**config.mk**
```make
export PLATFORM = sky130hd
export DESIGN_NAME = camera_board_supervisor_core
export DESIGN_NICKNAME = d
export VERILOG_FILES = /design/src/hdl/cbs_pkg.sv /design/src/hdl/camera_board_supervisor_core.sv
export SDC_FILE = /design/constraint.sdc
export NUM_CORES = 1
export LEC_CHECK = 0
export BUFFER_PORTS_ARGS = -buffer_cell sky130_fd_sc_hd__buf_2
export CORE_ASPECT_RATIO = 1.1
export CORE_MARGIN = 3
export CORE_UTILIZATION = 60
export CTS_BUF_LIST = sky130_fd_sc_hd__clkbuf_2 sky130_fd_sc_hd__clkbuf_4 sky130_fd_sc_hd__clkbuf_8
export CTS_CLUSTER_DIAMETER = 80
export DETAILED_ROUTE_END_ITERATION = 10
export HOLD_SLACK_MARGIN = 0.03
export PLACE_DENSITY = 0.79
export SLEW_MARGIN = 20
export SYNTH_ARGS = -nofsm -noshare
export SYNTH_HDL_FRONTEND = slang
export SYNTH_SLANG_ARGS = --single-unit
```
**constraint.sdc**
```tcl
create_clock -name clk -period 7.4 [get_ports clk]
set_input_delay 1.48 -clock clk [delete_from_list [all_inputs] [get_ports clk]]
set_output_delay 1.48 -clock clk [all_outputs]
set_load 0.05 [all_outputs]
```
**src/hdl/cbs_pkg.sv**
```systemverilog
`default_nettype none

package cbs_pkg;

  // Configuration register indexes.
  localparam logic [2:0] REG_CAMERA_VARIANT    = 3'd0;
  localparam logic [2:0] REG_PRESS_TICKS       = 3'd1;
  localparam logic [2:0] REG_HOLD_TICKS        = 3'd2;
  localparam logic [2:0] REG_BLINK_TICKS       = 3'd3;
  localparam logic [2:0] REG_LIGHT_CHECK_TICKS = 3'd4;
  localparam logic [2:0] REG_STALL_TICKS       = 3'd5;

  localparam int CFG_INDEX_W = 3;
  localparam int CFG_DATA_W  = 16;

  // Counter widths.
  localparam int STALL_W = 16;
  localparam int BLINK_W = 8;
  localparam int LIGHT_W = 12;
  localparam int MODE_W  = 8;
  localparam int HOLD_W  = 10;

  // Stream payload widths, padded to whole bytes.
  localparam int IN_TDATA_W  = 8;
  localparam int OUT_TDATA_W = 8;

  // Bit positions of the input fields in in_tdata.
  localparam int IN_MODE_BIT    = 0;
  localparam int IN_RESET_BIT   = 1;
  localparam int IN_READY_BIT   = 2;
  localparam int IN_SLEEP_BIT   = 3;
  localparam int IN_CAPTURE_BIT = 4;
  localparam int IN_FRAME_BIT   = 5;

  // Bit positions of the result fields in out_tdata.
  localparam int OUT_LED_BIT    = 0;
  localparam int OUT_LIGHT_BIT  = 1;
  localparam int OUT_MODE_BIT   = 2;
  localparam int OUT_FRESET_BIT = 3;
  localparam int OUT_STALL_BIT  = 4;

  typedef struct packed {
    logic frame_seen;
    logic capturing;
    logic sleeping;
    logic ready_req;
    logic reset_btn;
    logic mode_btn;
  } tick_t;

  typedef struct packed {
    logic stall_reboot;
    logic factory_reset;
    logic mode_switch;
    logic light_check;
    logic led_level;
  } result_t;

endpackage : cbs_pkg

`default_nettype wire

```
**src/hdl/camera_board_supervisor_core.sv**
```systemverilog
`default_nettype none

// Camera board supervisor. Each input transfer is one poll tick carrying the
// button levels and the ready, sleeping, capturing and frame-seen flags; each
// tick yields exactly one result transfer with the LED level, the light-check,
// mode-switch and factory-reset pulses, and the capture-stall flag. The block
// has a two-stage pipeline: an input register holds the accepted tick, the
// counter updates and limit compares run in combinational logic, and the
// result lands in an output register. A new tick is taken every clock cycle
// as long as the result side keeps up; out_tvalid rises once the tick has
// passed the input register and its result the output register.
// Configuration writes on the cfg_ port are always
// accepted and must only be issued while no tick is in flight. A limit
// register written as zero behaves as a limit of one, and writes to an index
// past the last register are dropped.
module camera_board_supervisor_core
  import cbs_pkg::*;
(
  input  wire                     clk,
  input  wire                     rst_n,

  input  wire                     in_tvalid,
  output logic                    in_tready,
  // [0] mode_btn, [1] reset_btn, [2] ready_req, [3] sleeping,
  // [4] capturing, [5] frame_seen, [7:6] zero
  input  wire  [IN_TDATA_W-1:0]   in_tdata,

  output logic                    out_tvalid,
  input  wire                     out_tready,
  // [0] led_level, [1] light_check, [2] mode_switch, [3] factory_reset,
  // [4] stall_reboot, [7:5] zero
  output logic [OUT_TDATA_W-1:0]  out_tdata,

  input  wire                     cfg_valid,
  output logic                    cfg_ready,
  input  wire  [CFG_INDEX_W-1:0]  cfg_index,
  input  wire  [CFG_DATA_W-1:0]   cfg_data
);

  // Configuration registers.
  logic               variant_r;
  logic [MODE_W-1:0]  press_ticks_r;
  logic [HOLD_W-1:0]  hold_ticks_r;
  logic [BLINK_W-1:0] blink_ticks_r;
  logic [LIGHT_W-1:0] light_ticks_r;
  logic [STALL_W-1:0] stall_ticks_r;

  // Supervisor state.
  logic [STALL_W-1:0] stall_count_r, stall_count_nxt;
  logic [BLINK_W-1:0] blink_count_r, blink_count_nxt;
  logic [LIGHT_W-1:0] light_count_r, light_count_nxt;
  logic [MODE_W-1:0]  mode_count_r,  mode_count_nxt;
  logic [HOLD_W-1:0]  hold_count_r,  hold_count_nxt;
  logic               reset_done_r,  reset_done_nxt;
  logic               led_r,         led_nxt;

  // Pipeline registers.
  logic    tick_valid_r;
  tick_t   tick_r;
  logic    out_valid_r;
  result_t result_r, result_nxt;

  // The compute stage moves forward whenever it holds a tick and the output
  // register is free or its result is being taken in this cycle.
  logic advance;
  assign advance   = tick_valid_r && (!out_valid_r || out_tready);
  assign in_tready = !tick_valid_r || advance;
  assign cfg_ready = 1'b1;

  assign out_tvalid = out_valid_r;
  assign out_tdata  = {{(OUT_TDATA_W - $bits(result_t)){1'b0}}, result_r};

  // Effective limits: a value of zero acts as one.
  logic [MODE_W-1:0]  press_lim;
  logic [HOLD_W-1:0]  hold_lim;
  logic [BLINK_W-1:0] blink_lim;
  logic [LIGHT_W-1:0] light_lim;
  logic [STALL_W-1:0] stall_lim;
  assign press_lim = (press_ticks_r == '0) ? MODE_W'(1)  : press_ticks_r;
  assign hold_lim  = (hold_ticks_r  == '0) ? HOLD_W'(1)  : hold_ticks_r;
  assign blink_lim = (blink_ticks_r == '0) ? BLINK_W'(1) : blink_ticks_r;
  assign light_lim = (light_ticks_r == '0) ? LIGHT_W'(1) : light_ticks_r;
  assign stall_lim = (stall_ticks_r == '0) ? STALL_W'(1) : stall_ticks_r;

  // Saturating increments of each counter.
  logic [STALL_W-1:0] stall_inc;
  logic [BLINK_W-1:0] blink_inc;
  logic [LIGHT_W-1:0] light_inc;
  logic [MODE_W-1:0]  mode_inc;
  logic [HOLD_W-1:0]  hold_inc;
  assign stall_inc = (&stall_count_r) ? stall_count_r : stall_count_r + STALL_W'(1);
  assign blink_inc = (&blink_count_r) ? blink_count_r : blink_count_r + BLINK_W'(1);
  assign light_inc = (&light_count_r) ? light_count_r : light_count_r + LIGHT_W'(1);
  assign mode_inc  = (&mode_count_r)  ? mode_count_r  : mode_count_r  + MODE_W'(1);
  assign hold_inc  = (&hold_count_r)  ? hold_count_r  : hold_count_r  + HOLD_W'(1);

  always_comb begin
    stall_count_nxt = stall_count_r;
    blink_count_nxt = blink_count_r;
    light_count_nxt = light_count_r;
    mode_count_nxt  = mode_count_r;
    hold_count_nxt  = hold_count_r;
    reset_done_nxt  = reset_done_r;
    led_nxt         = led_r;
    result_nxt      = '0;

    // The stall counter runs in every tick, whatever the power state.
    if (tick_r.frame_seen) begin
      stall_count_nxt = '0;
    end else if (tick_r.capturing) begin
      stall_count_nxt = stall_inc;
    end
    result_nxt.stall_reboot = tick_r.capturing && (stall_count_nxt >= stall_lim);

    if (tick_r.sleeping) begin
      led_nxt = 1'b0;
    end else if (!tick_r.ready_req) begin
      // Start-up: blink the LED and drop any button hold in progress.
      if (blink_inc >= blink_lim) begin
        blink_count_nxt = '0;
        led_nxt         = !led_r;
      end else begin
        blink_count_nxt = blink_inc;
      end
      mode_count_nxt = '0;
      hold_count_nxt = '0;
    end else begin
      if (!variant_r) begin
        // Pan-tilt board: LED dark, periodic light checks, no mode button.
        led_nxt = 1'b0;
        if (light_inc >= light_lim) begin
          light_count_nxt        = '0;
          result_nxt.light_check = 1'b1;
        end else begin
          light_count_nxt = light_inc;
        end
      end else begin
        led_nxt = 1'b1;
      end

      // The mode switch fires on release after a long enough press.
      if (tick_r.mode_btn && variant_r) begin
        mode_count_nxt = mode_inc;
      end else begin
        result_nxt.mode_switch = (mode_count_r >= press_lim);
        mode_count_nxt         = '0;
      end

      // Factory reset fires once per hold; release rearms it.
      if (tick_r.reset_btn) begin
        hold_count_nxt = hold_inc;
        if (!reset_done_r && (hold_inc >= hold_lim)) begin
          reset_done_nxt           = 1'b1;
          result_nxt.factory_reset = 1'b1;
        end
      end else begin
        hold_count_nxt = '0;
        reset_done_nxt = 1'b0;
      end
    end

    result_nxt.led_level = led_nxt;
  end

  always_ff @(posedge clk) begin
    if (!rst_n) begin
      variant_r     <= 1'b0;
      press_ticks_r <= MODE_W'(2);
      hold_ticks_r  <= HOLD_W'(60);
      blink_ticks_r <= BLINK_W'(5);
      light_ticks_r <= LIGHT_W'(100);
      stall_ticks_r <= STALL_W'(600);
    end else if (cfg_valid) begin
      case (cfg_index)
        REG_CAMERA_VARIANT:    variant_r     <= cfg_data[0];
        REG_PRESS_TICKS:       press_ticks_r <= cfg_data[MODE_W-1:0];
        REG_HOLD_TICKS:        hold_ticks_r  <= cfg_data[HOLD_W-1:0];
        REG_BLINK_TICKS:       blink_ticks_r <= cfg_data[BLINK_W-1:0];
        REG_LIGHT_CHECK_TICKS: light_ticks_r <= cfg_data[LIGHT_W-1:0];
        REG_STALL_TICKS:       stall_ticks_r <= cfg_data[STALL_W-1:0];
        default: ;
      endcase
    end
  end

  always_ff @(posedge clk) begin
    if (!rst_n) begin
      tick_valid_r  <= 1'b0;
      out_valid_r   <= 1'b0;
      stall_count_r <= '0;
      blink_count_r <= '0;
      light_count_r <= '0;
      mode_count_r  <= '0;
      hold_count_r  <= '0;
      reset_done_r  <= 1'b0;
      led_r         <= 1'b0;
    end else begin
      if (in_tready) begin
        tick_valid_r <= in_tvalid;
      end
      if (advance) begin
        out_valid_r   <= 1'b1;
        stall_count_r <= stall_count_nxt;
        blink_count_r <= blink_count_nxt;
        light_count_r <= light_count_nxt;
        mode_count_r  <= mode_count_nxt;
        hold_count_r  <= hold_count_nxt;
        reset_done_r  <= reset_done_nxt;
        led_r         <= led_nxt;
      end else if (out_tready) begin
        out_valid_r <= 1'b0;
      end
    end
  end

  // Payload registers carry no reset.
  always_ff @(posedge clk) begin
    if (in_tready && in_tvalid) begin
      tick_r <= tick_t'(in_tdata[$bits(tick_t)-1:0]);
    end
    if (advance) begin
      result_r <= result_nxt;
    end
  end

endmodule : camera_board_supervisor_core

`default_nettype wire

```
==> flow_summary.ini <==
[pwr]
switching_power_w = 0.000360
p_int_w = 0.00114
netSwitchingFraction_pct = 24.0
p_leak_nw = 3.19
p_clk_share_pct = 46.3
p_per_area_nw_per_um2 = 184
ir_drop_uv = 108
fin_total_pwr_w = 0.00150
p_seq_share_pct = 46.8
p_comb_share_pct = 6.9

[worst_setup_path]
critPathRequiredTime_ns = 5.92
regToRegEndpoint = light_count_r[6]
crit_fanout = 5
crit_type = primary input to primary output
reg2reg_slack_ns = 3.86
endpoint_kind = primary output
reg2reg_from = light_count_r[0]
cp-startpoint = out_tready
crit_path_start_kind = primary input
worstPathArrival_ns = 2.25
r2r_cells = 11

[final_layout]
num-fill-cells = 1060
syn_to_final_growth_pct = 9.12
layout_commonest_cell = nand2_1
final_cell_mix = 161 x nand2_1, 113 x dfxtp_1, 83 x a21oi_1
nets = 1047
drive_gt1_share_pct = 9.60
multi_input_area_um2 = 4430
regArea_um2 = 2590
antenna_cells = 0

[routing]
vias = 6746
ant_nets = 0
drc = 0
wl_per_cell_um = 16.3
dr.pass1.iters = 5
wl_met2_um = 8730
wl_met3_um = 1170
avgViaCountPerCell = 6.01
wirelength_met1_um = 8030
first_iter_violations = 486
dr.max_layer_used = met4
wl_um = 18300

[sta]
finalWorstPathRequiredPeriod_ns = 3.73
whs_ns = 0.454
rsz0062_at_grt = no
setup_viol = 0
finalSetupTns_ns = 0
relSlewSlack_pct = 32.3
maxSlewViolCount = 0
timing.fmax_mhz = 268
skew_ns = 0.0109
tightest_slew_ns = 1.02
period_share_pct = 50.4
hold_viol = 0

[clock_tree]
numCtsBuffers = 17
hold_buffers = 0
clk_latency_ns = 0.44
cts_sinks = 124
cts-root-buf = clkbuf_8
cts.clk_slew.worst_paths_ns = 0.08
cts_max_level = 4
cts-resized-gates = 0
cts_tree = built
post_cts_buffers = 0
clk_path_buf_depth = 2

[logic_synthesis]
synthFlopType = dfxtp_1
seq_area_frac_synth_pct = 34.7
synth_edf_count = 11
yosys_warnings = 0
yosys-top-cells-area = dfxtp_1 30%, ha_1 9.9%, nand2_1 8.1%, a21oi_1 5.6%, edfxtp_1 4.4%
yosysTopAreaCell = dfxtp_1
synthArstFlopShare_pct = 0
syn_area_per_cell_um2 = 7.95
netlist_area_um2 = 7460
syn_inst = 939
synth_seq_cells = 124
synth.distinct_cells = 70
synth_top_cell_area_share_pct = 30.3

[global_routing]
grt.overflow.total = 0
grt_pass1_vias = 6108
grt_pass1_wl_um = 29700
grt_max_degree = 68
grt.total_usage_pct = 26.9
antenna_found_initial = 0

[outcome]
outcome = finished, final reports clean

[hold_path]
hold_depth = 2
min_to = press_ticks_r[0]
hp-class = flip-flop to flip-flop
min_from = press_ticks_r[0]

[placed_design]
hpwlAfterDp_um = 12800
place.gp.congestion = 0.870
io_buffers = 36

[floorplanning]
coreArea_um2 = 12100
die_width_um = 112
die_h_um = 123
dieArea_um2 = 13800
io_pins = 43
initial_utilization_pct = 61.7
rows = 42

[run]
cap_violations = 0
synthesized netlist by cell type (all sizes together), types with 4 or more instances:
master / number
a211oi: 7
a21o: 7
a21oi: 83
a22o: 5
a311oi: 4
a31oi: 11
a32o: 8
a41o: 7
a41oi: 4
and2: 4
and3: 15
and4: 6
buf: 15
clkbuf: 29
dfxtp: 113
edfxtp: 11
ha: 59
inv: 67
mux2: 5
mux2i: 4
nand2: 161
nand2b: 14
nand3: 37
nand3b: 4
nand4: 19
nor2: 56
nor2b: 8
nor3: 20
nor4: 19
o211ai: 17
o21a: 11
o21ai: 27
o22ai: 6
or2: 6
xnor2: 17
xor2: 10
power groups by stage:
stage / registers (W) / clock network, W / logic, W
finish: 0.000702 / 0.000695 / 0.000104
global route: 0.000703 / 0.000734 / 0.000115
CTS: 0.000702 / 0.000704 / 0.000103
global placement: 0.000717 / 0 / 0.000101
detailed placement: 0.000717 / 0 / 0.000103
floorplan: 0.000716 / 0 / 0.0000669
layout make-up:
cell class	instances	area share (%)
clock buffer	21	3.32
clock inverter	11	2.37
inverter	68	3.13
multi-input combinational	705	54.4
sequential	124	31.8
tap	154	2.37
timing repair buffer	40	2.58
worst max path at each step:
stage                  endpoint  slack, ns  cells after the start
3_3_place_gp          in_tready       3.69                      4
2_1_floorplan         in_tready       3.87                      2
6_report              in_tready       3.67                      4
5_1_grt        light_count_r[6]       3.47                     11
3_5_place_dp          in_tready       3.68                      4
4_1_cts               in_tready       3.67                      4
worst max-delay path: stages:
cell and delay [ns]:
buf_2 0.10, nor2b_1 0.33, nand2_1 0.11, buf_2 0.23
routing by layer:
| metal | global-route usage, % | vias to the layer above |
|---|---|---|
| met2 | 44.3 | 224 |
| met5 | 0 | - |
| met1 | 34.9 | 3095 |
| li1 | - | 3397 |
| met3 | 6.02 | 30 |
| met4 | 9.54 | 0 |
cells by family (layout without fill, tap and decap cells):
group | after synthesis | after routing | synth area share, %
mux | 9 | 9 | 1.29
flops | 124 | 124 | 34.7
simple gates | 379 | 379 | 24.7
fa+ha+maj | 59 | 59 | 9.89
xor+xnor | 27 | 27 | 3.17
compound gates | 227 | 227 | 20.1
other cells | 2 | 4 | 0.101
buf+inv | 112 | 140 | 6.04
registers in the layout, summed over array words and instances, names as in the netlist, 5 cells and up:
name	flops
blink_count_r	8
light_count_r	12
mode_count_r	8
hold_ticks_r	10
blink_ticks_r	8
hold_count_r	10
out_tdata	5
stall_count_r	16
tick_r	6
light_ticks_r	12
stall_ticks_r	16
press_ticks_r	8
metrics by stage:
stage	setup slack (ns)	instances	area, um^2	util, %
2_1_floorplan	3.87	941	7470	-
3_3_place_gp	3.69	1091	7680	63.5
3_5_place_dp	3.68	1091	7680	63.5
4_1_cts	3.67	1123	8140	67.4
5_1_grt	3.47	1123	8140	67.4
6_report	3.67	1123	8140	67.4
Note: power is estimated with default switching activity, not from simulation.
